[config.mk]
export PLATFORM = sky130hd
export DESIGN_NAME = terminal_byte_interpreter
export DESIGN_NICKNAME = d
export VERILOG_FILES = /design/src/rtl/core/tbi_pkg.sv /design/src/rtl/core/tbi_core.sv /design/src/rtl/core/terminal_byte_interpreter.sv
export SDC_FILE = /design/constraint.sdc
export NUM_CORES = 2
export LEC_CHECK = 0
export BUFFER_PORTS_ARGS = -buffer_cell sky130_fd_sc_hd__buf_4
export CORE_MARGIN = 3
export CORE_UTILIZATION = 55
export DETAILED_ROUTE_END_ITERATION = 6
export GPL_ROUTABILITY_DRIVEN = 0
export PLACE_DENSITY = 0.74
export SYNTH_ARGS = -nofsm -noshare
export SYNTH_HDL_FRONTEND = slang
export SYNTH_HIERARCHICAL = 1
export SYNTH_SLANG_ARGS = --single-unit
[constraint.sdc]
create_clock -name clk_i -period 9.2 [get_ports clk_i]
set_input_delay 0.46 -clock clk_i [delete_from_list [all_inputs] [get_ports clk_i]]
set_output_delay 0.46 -clock clk_i [all_outputs]
set_load 0.02 [all_outputs]
[src/rtl/core/tbi_pkg.sv]
// ----------------------------------------------------------------------------
// tbi_pkg
// Shared types, constants and lookup functions of the terminal byte
// interpreter.
// ----------------------------------------------------------------------------
package tbi_pkg;

  localparam int unsigned MaxDim   = 256;
  localparam int unsigned SeqLimit = 63;
  localparam int unsigned DimW     = 9;
  localparam int unsigned QDepth   = 4;

  localparam logic [2:0] KindCell   = 3'd0;
  localparam logic [2:0] KindScroll = 3'd1;
  localparam logic [2:0] KindClear  = 3'd2;
  localparam logic [2:0] KindAlt    = 3'd3;
  localparam logic [2:0] KindMouse  = 3'd4;

  localparam logic [1:0] CfgRows = 2'd0;
  localparam logic [1:0] CfgCols = 2'd1;

  localparam logic [23:0] ColorWhite = 24'hFFFFFF;
  localparam logic [23:0] ColorBlack = 24'h000000;

  typedef struct packed {
    logic [2:0]  kind;
    logic [7:0]  row;
    logic [7:0]  col;
    logic [20:0] codepoint;
    logic [1:0]  cell_width;
    logic [23:0] fore;
    logic [23:0] back;
    logic [4:0]  attr;
    logic        mode_on;
    logic        last;
  } res_t;

  // Results of one byte, packed from slot 0 upward
  typedef struct packed {
    logic [1:0]       n;
    res_t [2:0]       r;
  } res_bundle_t;

  function automatic logic [23:0] normal_color(logic [2:0] i);
    logic [23:0] c;
    unique case (i)
      3'd0: c = 24'h000000;
      3'd1: c = 24'hCD0000;
      3'd2: c = 24'h00CD00;
      3'd3: c = 24'hCDCD00;
      3'd4: c = 24'h0000EE;
      3'd5: c = 24'hCD00CD;
      3'd6: c = 24'h00CDCD;
      default: c = 24'hE5E5E5;
    endcase
    return c;
  endfunction

  function automatic logic [23:0] bright_color(logic [2:0] i);
    logic [23:0] c;
    unique case (i)
      3'd0: c = 24'h7F7F7F;
      3'd1: c = 24'hFF0000;
      3'd2: c = 24'h00FF00;
      3'd3: c = 24'hFFFE00;
      3'd4: c = 24'h5C5CFF;
      3'd5: c = 24'hFF00FF;
      3'd6: c = 24'h00FFFF;
      default: c = 24'hFFFFFF;
    endcase
    return c;
  endfunction

  function automatic logic is_wide(logic [20:0] cp);
    return (cp >= 21'h4E00 && cp <= 21'h9FFF) || (cp >= 21'h3400 && cp <= 21'h4DBF) ||
           (cp >= 21'h20000 && cp <= 21'h2A6DF) || (cp >= 21'hF900 && cp <= 21'hFAFF) ||
           (cp >= 21'hFF01 && cp <= 21'hFF60);
  endfunction

  function automatic logic [DimW-1:0] dim_of(logic [DimW-1:0] v);
    logic [DimW-1:0] d;
    if (v == '0) d = DimW'(1);
    else if (v > DimW'(MaxDim)) d = DimW'(MaxDim);
    else d = v;
    return d;
  endfunction

  function automatic logic [15:0] add_digit(logic [15:0] v, logic [3:0] dg);
    logic [19:0] t;
    t = {1'b0, v, 3'b000} + {3'b000, v, 1'b0} + {16'd0, dg};
    return (t > 20'hFFFF) ? 16'hFFFF : t[15:0];
  endfunction

endpackage

[src/rtl/core/tbi_core.sv]
// ----------------------------------------------------------------------------
// tbi_core
// Interpreter state and the single-pass decode of one byte into up to three
// screen commands.
// ----------------------------------------------------------------------------
module tbi_core (
  input  logic                     clk_i,
  input  logic                     rst_ni,
  input  logic                     fire_i,
  input  logic [7:0]               byte_i,
  input  logic [tbi_pkg::DimW-1:0] rows_cfg_i,
  input  logic [tbi_pkg::DimW-1:0] cols_cfg_i,
  output tbi_pkg::res_bundle_t     res_o
);
  import tbi_pkg::*;

  typedef enum logic [2:0] {
    PhText = 3'b001,
    PhEsc  = 3'b010,
    PhCsi  = 3'b100
  } phase_e;

  localparam logic [2:0] StgIdle = 3'd0, StgSign1 = 3'd1, StgNum1 = 3'd2, StgSemi = 3'd3,
                         StgSign2 = 3'd4, StgNum2 = 3'd5, StgDone = 3'd6, StgNeg2 = 3'd7;
  localparam logic [2:0] PrgNone = 3'd0, PrgQ = 3'd1, PrgQ1 = 3'd2, PrgQ10 = 3'd3,
                         PrgQ104 = 3'd4, PrgQ100 = 3'd5, PrgAlt = 3'd6;

  phase_e      phase_q, phase_d;
  logic [1:0]  upend_q, upend_d;
  logic [20:0] uacc_q, uacc_d;
  logic [5:0]  seqlen_q, seqlen_d;
  logic [15:0] num1_q, num1_d, num2_q, num2_d;
  logic [2:0]  prog_q, prog_d, stage_q, stage_d;
  logic        mseen_q, mseen_d, neg_q, neg_d;
  logic [7:0]  row_q, row_d;
  logic [8:0]  col_q, col_d;
  logic [23:0] fore_q, fore_d, back_q, back_d;
  logic [4:0]  attr_q, attr_d;

  logic [DimW-1:0] rows, cols;

  always_comb begin
    logic [8:0]  r;
    logic [8:0]  c;
    logic [15:0] pr, pc;
    logic        do_nl, do_cell, em_s, em_m, em_c, wide, dig;
    logic [20:0] cp;
    logic [3:0]  dg;
    logic [2:0]  np;
    res_t        rs, rm, rc;
    logic [1:0]  k;

    rows = dim_of(rows_cfg_i);
    cols = dim_of(cols_cfg_i);
    phase_d = phase_q; upend_d = upend_q; uacc_d = uacc_q; seqlen_d = seqlen_q;
    num1_d = num1_q; num2_d = num2_q; prog_d = prog_q; stage_d = stage_q;
    mseen_d = mseen_q; neg_d = neg_q; col_d = col_q;
    fore_d = fore_q; back_d = back_q; attr_d = attr_q;
    do_nl = 1'b0; do_cell = 1'b0; em_s = 1'b0; em_m = 1'b0; em_c = 1'b0;
    cp = {13'd0, byte_i};
    dg = byte_i[3:0];
    dig = (byte_i >= 8'h30) && (byte_i <= 8'h39);
    pr = '0; pc = '0; np = PrgNone;
    rs = '0; rm = '0; rc = '0;

    // pull the cursor row back onto a shrunk screen
    r = ({1'b0, row_q} >= rows) ? rows - 9'd1 : {1'b0, row_q};

    if (phase_q == PhCsi) begin
      if (byte_i >= 8'h20 && byte_i <= 8'h3F) begin
        // track the mode pattern
        if (prog_q != PrgAlt) begin
          np = (byte_i == 8'h3F) ? PrgQ : PrgNone;
          if (prog_q == PrgQ && byte_i == 8'h31) np = PrgQ1;
          else if (prog_q == PrgQ1 && byte_i == 8'h30) np = PrgQ10;
          else if (prog_q == PrgQ10 && byte_i == 8'h34) np = PrgQ104;
          else if (prog_q == PrgQ10 && byte_i == 8'h30) np = PrgQ100;
          else if (prog_q == PrgQ104 && byte_i == 8'h39) np = PrgAlt;
          else if (prog_q == PrgQ100 && (byte_i == 8'h30 || byte_i == 8'h36)) begin
            mseen_d = 1'b1; np = PrgNone;
          end
          prog_d = np;
        end
        // parse the two leading numbers
        unique case (stage_q)
          StgIdle: begin
            if (byte_i == 8'h20) stage_d = StgIdle;
            else if (byte_i == 8'h2B) stage_d = StgSign1;
            else if (byte_i == 8'h2D) begin stage_d = StgSign1; neg_d = 1'b1; end
            else if (dig) begin stage_d = StgNum1; num1_d = add_digit(num1_q, dg); end
            else stage_d = StgDone;
          end
          StgSign1, StgNum1: begin
            if (dig) begin stage_d = StgNum1; num1_d = add_digit(num1_q, dg); end
            else if (stage_q == StgNum1 && byte_i == 8'h3B) stage_d = StgSemi;
            else stage_d = StgDone;
          end
          StgSemi: begin
            if (byte_i == 8'h20) stage_d = StgSemi;
            else if (byte_i == 8'h2B) stage_d = StgSign2;
            else if (byte_i == 8'h2D) stage_d = StgNeg2;
            else if (dig) begin stage_d = StgNum2; num2_d = add_digit(num2_q, dg); end
            else stage_d = StgDone;
          end
          StgSign2, StgNum2: begin
            if (dig) begin stage_d = StgNum2; num2_d = add_digit(num2_q, dg); end
            else stage_d = StgDone;
          end
          default: stage_d = stage_q;
        endcase
        seqlen_d = seqlen_q + 6'd1;
        if (seqlen_d >= 6'(SeqLimit)) phase_d = PhText;
      end else begin
        phase_d = PhText;
        // final byte
        if (byte_i == 8'h48 || byte_i == 8'h66) begin
          pr = (neg_q || num1_q == '0) ? 16'd0 : num1_q - 16'd1;
          pc = (stage_q == StgNeg2 || num2_q == '0) ? 16'd0 : num2_q - 16'd1;
          r = (pr >= {7'd0, rows}) ? rows - 9'd1 : pr[8:0];
          col_d = (pc >= {7'd0, cols}) ? cols - 9'd1 : pc[8:0];
        end else if (byte_i == 8'h4A) begin
          r = '0; col_d = '0; em_m = 1'b1; rm.kind = KindClear;
        end else if (byte_i == 8'h6D) begin
          if (!(neg_q && num1_q != '0)) begin
            if (num1_q == 16'd0) begin
              fore_d = ColorWhite; back_d = ColorBlack; attr_d = '0;
            end else if (num1_q == 16'd1) attr_d = attr_q | 5'b00001;
            else if (num1_q == 16'd3) attr_d = attr_q | 5'b00010;
            else if (num1_q == 16'd4) attr_d = attr_q | 5'b00100;
            else if (num1_q == 16'd7) attr_d = attr_q | 5'b01000;
            else if (num1_q == 16'd9) attr_d = attr_q | 5'b10000;
            else if (num1_q >= 16'd30 && num1_q <= 16'd37)
              fore_d = normal_color(3'(num1_q - 16'd30));
            else if (num1_q >= 16'd90 && num1_q <= 16'd97)
              fore_d = bright_color(3'(num1_q - 16'd90));
            else if (num1_q >= 16'd40 && num1_q <= 16'd47)
              back_d = normal_color(3'(num1_q - 16'd40));
          end
        end else if (byte_i == 8'h68 || byte_i == 8'h6C) begin
          rm.mode_on = (byte_i == 8'h68);
          if (prog_q == PrgAlt) begin em_m = 1'b1; rm.kind = KindAlt; end
          else if (mseen_q) begin em_m = 1'b1; rm.kind = KindMouse; end
        end
      end
    end else if (upend_q != 2'd0) begin
      uacc_d = {uacc_q[14:0], byte_i[5:0]};
      upend_d = upend_q - 2'd1;
      cp = uacc_d;
      do_cell = (upend_d == 2'd0);
    end else if (phase_q == PhEsc && byte_i == 8'h5B) begin
      phase_d = PhCsi; seqlen_d = '0; num1_d = '0; num2_d = '0;
      prog_d = PrgNone; stage_d = StgIdle; mseen_d = 1'b0; neg_d = 1'b0;
    end else begin
      phase_d = PhText;
      if (byte_i == 8'h1B) phase_d = PhEsc;
      else if (byte_i == 8'h0D) col_d = '0;
      else if (byte_i == 8'h0A) do_nl = 1'b1;
      else if (byte_i == 8'h08 || byte_i == 8'h7F) begin
        if (col_q != '0) col_d = col_q - 9'd1;
      end else if (byte_i[7:5] == 3'b110) begin upend_d = 2'd1; uacc_d = {16'd0, byte_i[4:0]}; end
      else if (byte_i[7:4] == 4'b1110) begin upend_d = 2'd2; uacc_d = {17'd0, byte_i[3:0]}; end
      else if (byte_i[7:3] == 5'b11110) begin upend_d = 2'd3; uacc_d = {18'd0, byte_i[2:0]}; end
      else do_cell = 1'b1;
    end

    // wrap at the right edge
    c = col_d;
    if (do_cell && col_q >= cols) begin
      c = '0; do_nl = 1'b1;
    end
    // advance a row, scroll at the bottom
    if (do_nl) begin
      if (r + 9'd1 >= rows) begin em_s = 1'b1; r = rows - 9'd1; end
      else r = r + 9'd1;
    end
    wide = is_wide(cp);
    if (do_cell) begin
      em_m = 1'b1;
      rm.kind = KindCell; rm.row = r[7:0]; rm.col = c[7:0]; rm.codepoint = cp;
      rm.cell_width = wide ? 2'd2 : 2'd1; rm.attr = attr_q;
      em_c = wide && (c + 9'd1 < cols);
      rc.kind = KindCell; rc.row = r[7:0]; rc.col = 8'(c + 9'd1); rc.attr = attr_q;
      c = c + (wide ? 9'd2 : 9'd1);
    end
    col_d = c;
    row_d = r[7:0];

    rs.kind = KindScroll;
    rs.fore = fore_q; rs.back = back_q;
    rm.fore = fore_q; rm.back = back_q;
    rc.fore = fore_q; rc.back = back_q;
    rs.last = !em_m && !em_c;
    rm.last = !em_c;
    rc.last = 1'b1;

    // pack results from slot 0
    res_o = '0;
    k = 2'd0;
    if (em_s) begin res_o.r[k] = rs; k = k + 2'd1; end
    if (em_m) begin res_o.r[k] = rm; k = k + 2'd1; end
    if (em_c) begin res_o.r[k] = rc; k = k + 2'd1; end
    res_o.n = k;
  end

  // commit state on each processed byte
  always_ff @(posedge clk_i or negedge rst_ni) begin
    if (!rst_ni) begin
      phase_q <= PhText; upend_q <= '0; uacc_q <= '0; seqlen_q <= '0;
      num1_q <= '0; num2_q <= '0; prog_q <= PrgNone; stage_q <= StgIdle;
      mseen_q <= 1'b0; neg_q <= 1'b0; row_q <= '0; col_q <= '0;
      fore_q <= ColorWhite; back_q <= ColorBlack; attr_q <= '0;
    end else if (fire_i) begin
      phase_q <= phase_d; upend_q <= upend_d; uacc_q <= uacc_d; seqlen_q <= seqlen_d;
      num1_q <= num1_d; num2_q <= num2_d; prog_q <= prog_d; stage_q <= stage_d;
      mseen_q <= mseen_d; neg_q <= neg_d; row_q <= row_d; col_q <= col_d;
      fore_q <= fore_d; back_q <= back_d; attr_q <= attr_d;
    end
  end

endmodule

[src/rtl/core/terminal_byte_interpreter.sv]
// ----------------------------------------------------------------------------
// terminal_byte_interpreter
// Turns a terminal byte stream (UTF-8 text, CR/LF/BS, CSI sequences) into
// screen commands: cell writes, scroll-ups, clears and mode changes.
// ----------------------------------------------------------------------------
//  channel | handshake                | payload
//  --------+--------------------------+-------------------------------------
//  in      | in_valid_i / in_stall_o  | byte_in_i
//  out     | out_valid_o / out_stall_i| kind_o row_o col_o codepoint_o ...
//  cfg     | cfg_valid_i / cfg_ready_o| cfg_index_i cfg_data_i
//
//  A byte is decoded combinationally from the input register and its 0..3
//  results enter a 4-entry output queue; while the output is not stalled, one
//  result leaves per cycle and one byte per cycle is sustained while each byte
//  yields at most one result; later bytes wait while larger bursts drain.
//  Reset clears the cursor, colors, parser and queue; screen is 24 x 80.
//  A stalled output holds the queue head; the input stalls when the queue
//  cannot take three more results.
// ----------------------------------------------------------------------------
module terminal_byte_interpreter (
  input  logic        clk_i,
  input  logic        rst_ni,
  input  logic        in_valid_i,
  output logic        in_stall_o,
  input  logic [7:0]  byte_in_i,
  output logic        out_valid_o,
  input  logic        out_stall_i,
  output logic [2:0]  kind_o,
  output logic [7:0]  row_o,
  output logic [7:0]  col_o,
  output logic [20:0] codepoint_o,
  output logic [1:0]  cell_width_o,
  output logic [23:0] fore_color_o,
  output logic [23:0] back_color_o,
  output logic [4:0]  attr_bits_o,
  output logic        mode_on_o,
  output logic        last_of_run_o,
  input  logic        cfg_valid_i,
  output logic        cfg_ready_o,
  input  logic [1:0]  cfg_index_i,
  input  logic [tbi_pkg::DimW-1:0] cfg_data_i
);
  import tbi_pkg::*;

  logic            in_valid_q;
  logic [7:0]      byte_q;
  logic [DimW-1:0] rows_q, cols_q;
  res_t [QDepth-1:0] q_q, q_d;
  logic [2:0]      cnt_q, cnt_d;
  logic            pop, fire;
  logic [2:0]      base;
  res_bundle_t     res;

  assign cfg_ready_o = 1'b1;
  assign pop  = out_valid_o && !out_stall_i;
  assign base = cnt_q - {2'b00, pop};
  assign fire = in_valid_q && (base <= 3'd1);
  assign in_stall_o = in_valid_q && !fire;

  // hold the screen size
  always_ff @(posedge clk_i or negedge rst_ni) begin
    if (!rst_ni) begin
      rows_q <= DimW'(24);
      cols_q <= DimW'(80);
    end else if (cfg_valid_i && cfg_ready_o) begin
      if (cfg_index_i == CfgRows) rows_q <= cfg_data_i;
      else if (cfg_index_i == CfgCols) cols_q <= cfg_data_i;
    end
  end

  // input register
  always_ff @(posedge clk_i or negedge rst_ni) begin
    if (!rst_ni) begin
      in_valid_q <= 1'b0;
    end else if (!in_stall_o) begin
      in_valid_q <= in_valid_i;
    end
  end

  always_ff @(posedge clk_i) begin
    if (in_valid_i && !in_stall_o) byte_q <= byte_in_i;
  end

  tbi_core u_core (
    .clk_i      (clk_i),
    .rst_ni     (rst_ni),
    .fire_i     (fire),
    .byte_i     (byte_q),
    .rows_cfg_i (rows_q),
    .cols_cfg_i (cols_q),
    .res_o      (res)
  );

  // shift out the head, append new results
  always_comb begin
    q_d = q_q;
    if (pop) begin
      for (int i = 0; i < QDepth - 1; i++) q_d[i] = q_q[i+1];
    end
    cnt_d = base;
    if (fire) begin
      for (int k = 0; k < 3; k++) begin
        if (2'(k) < res.n) q_d[2'(base + 3'(k))] = res.r[k];
      end
      cnt_d = base + {1'b0, res.n};
    end
  end

  always_ff @(posedge clk_i or negedge rst_ni) begin
    if (!rst_ni) cnt_q <= '0;
    else cnt_q <= cnt_d;
  end

  always_ff @(posedge clk_i) begin
    q_q <= q_d;
  end

  assign out_valid_o   = (cnt_q != 3'd0);
  assign kind_o        = q_q[0].kind;
  assign row_o         = q_q[0].row;
  assign col_o         = q_q[0].col;
  assign codepoint_o   = q_q[0].codepoint;
  assign cell_width_o  = q_q[0].cell_width;
  assign fore_color_o  = q_q[0].fore;
  assign back_color_o  = q_q[0].back;
  assign attr_bits_o   = q_q[0].attr;
  assign mode_on_o     = q_q[0].mode_on;
  assign last_of_run_o = q_q[0].last;

  a_cnt_range: assert property (@(posedge clk_i) disable iff (!rst_ni)
    cnt_q <= 3'(QDepth)) else $error("output queue overfilled");
  a_byte_held: assert property (@(posedge clk_i) disable iff (!rst_ni)
    in_valid_q && !fire |=> in_valid_q && $stable(byte_q))
    else $error("pending byte lost");
  a_head_held: assert property (@(posedge clk_i) disable iff (!rst_ni)
    out_valid_o && out_stall_i |=> out_valid_o && $stable(q_q[0]))
    else $error("stalled result changed");

endmodule

Yosys cells after proc, flatten, opt, wreduce, memory -nomap -nowiden. Cells that the tools add are included.

Bitwise operators: 6. Reduce and logical (&&, ||, !) cells: 89. Magnitude comparators: 45. Shift operators: 0. Eq/ne operators: 99. Multipliers: 0. Multiplexer cells: 221. Div/mod/pow operators: 0. $add $sub $neg: 23.

Operators by type and width (count): 388-bit 2-to-1 mux (5); 388-bit bitwise mux (3); 291-bit 2-to-1 mux (4); 97-bit demux with 2-bit select (5); 291-bit bitwise mux (2); 24-bit case mux with 7 select lines (3); 97-bit 2-to-1 mux (5); 24-bit 2-to-1 mux (17); 16-bit 2-to-1 mux (19); 9-bit 2-to-1 mux (24); 15-bit 2-to-1 mux (9); 3-bit 2-to-1 mux (36); 95-bit 2-to-1 mux (1); 8-bit by 6-bit == test with 1-bit output (second input constant) (10); 8-bit by 7-bit == test with 1-bit output (second input constant) (8); 16-bit case mux with 2 select lines (2); 21-bit by 16-bit less-or-equal comparator with 1-bit output (second input constant) (3); 1-bit 2-to-1 mux (54); 3-bit == test (second input constant) (17); 21-bit by 16-bit >= comparator with 1-bit output (second input constant) (2); 21-bit 2-to-1 mux (2); 42-bit 2-to-1 mux (1); 19-bit by 17-bit adder with 20-bit output (2); 20-bit by 4-bit adder with 20-bit output (2); other kinds (85) (247).

Register bits after elaboration: 554. Logic and storage cells: 547. Output and inout port bits: 100. Bits of input ports: 24. Memories: 0. Bits in latches: 0. Memory bits (read-only): 0. Memory bits (writable): 0.

Logic depth before layout (Yosys ltp).
Depth in word-level cells: 33. Mapped depth: 38.

By module. The synthesis kept the hierarchy.

Modules (own cells, without submodules): terminal_byte_interpreter (sequential area each 9534.1 µm², area an instance 23341.1 µm², times used 1, cells an instance 2501); tbi_core (sequential area each 3005.4 µm², area an instance 14273.7 µm², times used 1, cells an instance 1904).

Worst setup path after synthesis. Ideal clock, no wire load.

Path kind: flip-flop to flip-flop. Start point: register u_core.num2_q[14]. End point: register q_q[268] (netlist name). Cell stages (with the launch flop): 35. Data required time: 9105 ps. Library setup time: 95 ps. Buffers on the path: 5. Path slack: 649 ps. Arrival: 8455 ps. Path through: dfrtp_1 or4_1 or4_1 o31ai_1 nor2_1 ha_1 o21a_1 o21ai_0 a2111oi_0 or3_4 o31ai_1 o21ai_0 nor2_1 ha_1 xor2_1 inv_1 ha_1 a21o_1 a21o_1 a21o_1 a21o_1 a21oi_1 o21ai_0 nor4b_4 buf_2 buf_2 fa_1 clkbuf_1 o21ba_2 o211ai_2 buf_2 clkbuf_1 nor2_1 a211o_1 a221oi_1.

RTL lines: start, declared (line tbi_core.sv:32) `logic [15:0] num1_q, num1_d, num2_q, num2_d;`; start signal, assigned (line tbi_core.sv:214) `num1_q <= num1_d; num2_q <= num2_d; prog_q <= prog_d; stage_q <= stage_d;`; end signal, assigned (line terminal_byte_interpreter.sv:115) `q_q <= q_d;`; end, declared (line terminal_byte_interpreter.sv:48) `res_t [QDepth-1:0] q_q, q_d;`.

==> metrics.csv <==
metric,value,unit
Critical-path top delay cell,nor2_2,
Power Total,16.5,mW
Fin. Hold Viols,0,
R2R Setup Slk,360,ps
Area Overhead vs Synth,6.28,%
initial antenna violation count,2,
Power Internal,8.69,mW
compound-gate portion of the synthesized area,27.0,%
Most used DFF post-synth,dfxtp_1,
post-synth top area share,15.5,%
global-route wire length before repair,181000,um
DRC,0,
Final ANT Viol Nets,0,
largest family of logic cells by synthesized area,compound AO/OA/AOI/OAI gates,
CP max stage delay,1020,ps
Boundary Pins,124,
LEAKAGE,17.8,nW
Cell Pwr Density,414,nW/um2
Mapped Area,37600,um2
FMAX,113,MHz
post-route minimum period,8840,ps
"worst slack, placed",274,ps
area share of and/or/nand/nor cells after synthesis,15.6,%
worst slew pin tran,1290,ps
mux contribution to synthesized area,8.87,%
GR Overflow Total,0,
Psw,7.85,mW
sw frac,47.5,%
power share of the combinational group,58.7,%
IO Port Bufs,122,
top post-synthesis cells by area,"dfxtp_1 15%, edfxtp_1 8.4%, mux2i_1 8.1%",
total number of vias,35100,
Worst R2R Path Depth,26,
clock share of power,14.1,%
clk root buf,clkbuf_16,
DR vias/cell,6.84,
Starting Density,55.7,%
CTS Sinks,537,
Die Height,268,um
pin count of the biggest net entering global routing,109,
Core Footprint,67500,um2
hold_ws,22.9,ps
yosys warns,6,
hold depth,1,
maxcap violations,0,
die area,71600,um2
Final Setup Violations,0,
vias in the first global route,33100,
Syn Area/Cell,8.54,um2
CTS tree,yes,
"flops & latches, synth",537,
Clock Latency Late Sink,650,ps
period utilisation layout,96.1,%
Post-synth ARST share,26.3,%
routed len/inst,22.6,um
clock-pin slew on the worst setup and hold paths,60,ps
"area leader, netlist",dfxtp_1,
Fillers,5874,
"count leader, synth",nor2_1,
Max Slew Vio Count,0,
status,"complete, no violations",
Adder-Cell Fraction of Synth Area,5.00,%
HP Class,in2reg,
CP Capture Type,flip-flop,
Cell Rows,95,
Final WS setup,359,ps
Longest Clk Path Bufs,3,
ratio of cells with drive above 1 in the final layout,10.6,%
Hold Path End,byte_q[1],
Worst Min Path Start,byte_in_i[1],
non-filler instance count after layout,5130,
H-tree depth,2,
number of enable flip-flop cells after synthesis,105,
maximum VDD drop,300,uV
Crit path arrival time,9390,ps
GRT Overall Usage,30.9,%
FF-to-FF Start,u_core/num2_q[14],
RR Endpoint,q_q[179],
Clock Skews,29.0,ps
DR iter-0 viols,4638,
Final HPWL DP,70700,um
Rel. slew slack,13.8,%
Inst Count DP,5007,
post-synthesis xor/xnor area fraction,1.44,%
Syn Inst Count,4405,
sequential share of power,27.2,%
WP data required,9750,ps
Final Util,59.2,%
TritonRoute pass-1 iters,6,
critical path type,reg2reg,
CTS buffer count,58,
"top cells by count, synth","427 x nor2_1, 380 x nand2_1, 303 x mux2i_1, 302 x o22ai_1, 291 x dfxtp_1",
die width,268,um
register area share after synthesis,33.3,%
Setup crit start kind,flip-flop,
NumNets Final,4377,
WL final,116000,um
Unique masters post-synth,108,
"Max FO, Critical Path",17,
-- layout by cell type, fill, tap and decap left out, types with 17 or more instances in the layout --
cell type,count
nor4_1,27
ha_1,139
o21ai_0,110
xnor2_1,38
nor2_1,422
a211o_1,101
a21oi_1,239
a21o_1,115
dfxtp_1,291
a221oi_1,77
inv_1,67
buf_4,205
dfrtp_1,115
mux2_2,27
nand3_1,38
o21a_1,17
or4_1,18
and2_1,25
buf_12,19
or3_1,24
nand2b_1,21
o22ai_1,301
dfstp_2,26
nor2b_1,77
conb_1,47
xor2_1,24
clkbuf_1,22
and3_1,44
nand2_1,379
clkbuf_16,58
a22oi_1,212
nand4_1,20
edfxtp_1,105
o31ai_1,23
nor3_1,64
mux2i_1,303
a31oi_1,119
-- flip-flops by register name, indices dropped and copies added, names as in the netlist, 6 cells and up --
signal	count
row_o	8
q_q	291
byte_q	8
cols_q	9
u_core/seqlen_q	6
u_core/fore_q	21
back_color_o	24
u_core/back_q	10
col_o	8
u_core/num1_q	16
rows_q	9
codepoint_o	21
fore_color_o	24
u_core/row_q	8
u_core/num2_q	16
u_core/uacc_q	15
u_core/col_q	9
-- power by group through the flow --
stage / combinational (mW) / sequential (mW) / clock [mW]
after floorplan: 7.19 / 4.22 / 0
after CTS: 9.35 / 4.47 / 2.34
after global routing: 10.4 / 4.60 / 2.43
final: 9.71 / 4.50 / 2.33
after global placement: 9.11 / 4.49 / 0
after detailed placement: 9.30 / 4.51 / 0
-- timing repair --
item | in CTS | in global routing
hold endpoints to repair | 69 | 0
setup endpoints to repair | 0 | 341
gates resized for setup | 0 | 13
hold buffers | 8 | 0
buffers inserted | 0 | 2
-- per-layer routing --
layer / part of all wire (%) / vias up / wire [um] / GRT usage (%)
li1: - / 16000 / - / -
met1: 42 / 16700 / 48600 / 43.3
met2: 44 / 2090 / 50800 / 47.1
met5: 0.016 / - / 19 / 0
met3: 11 / 320 / 12700 / 5.92
met4: 3.5 / 2 / 4020 / 12.1
-- worst max-delay path, delay by kind of cell, from the launching register on --
kind                     cells  cell delay [ps]
AND/OR/NAND/NOR             12             4180
AO/OA/AOI/OAI                9             2510
adder cells (fa/ha/maj)      4             1420
flip-flops                   1              420
XOR/XNOR                     1              210
-- cells by family (layout without fill, tap and decap cells) --
| group | count (synthesis) | in the layout |
|---|---|---|
| xor gates and xnor gates | 62 | 62 |
| and+or+nand+nor | 1246 | 1248 |
| AOI/OAI and AO/OA | 1471 | 1472 |
| DFF | 537 | 537 |
| adders and majority gates | 146 | 146 |
| muxes | 330 | 330 |
| other | 2 | 48 |
| buffers and inverters | 611 | 414 |
-- how the worst max path moves through the flow --
stage	start	endpoint	cells past startpoint
finish	u_core/num2_q[14]	q_q[179]	26
global route	u_core/num2_q[14]	q_q[230]	28
CTS	u_core/num2_q[14]	fore_color_o[10]	29
detailed placement	u_core/num2_q[14]	fore_color_o[10]	29
global placement	u_core/num2_q[14]	q_q[231]	31
floorplan	u_core/num2_q[14]	q_q[268]	34
-- layout make-up --
type	instances	area [um2]	area share, %
multi-input combinational	3305	22200	55.5
sequential	537	12500	31.4
timing repair buffer	235	2030	5.09
clock buffer	90	1670	4.18
tap	873	1090	2.73
inverter	70	270	0.676
clock inverter	19	181	0.454
antenna	1	2.50	0.00626
-- per-stage QoR --
step | setup TNS [ps] | instance area [um2]
global placement | 0 | 38000
CTS | 0 | 39900
global route | -0.536 | 40000
floorplan | 0 | 37800
detailed placement | 0 | 38000
finish | 0 | 40000
No activity file was read; power rests on OpenSTA's default activity.
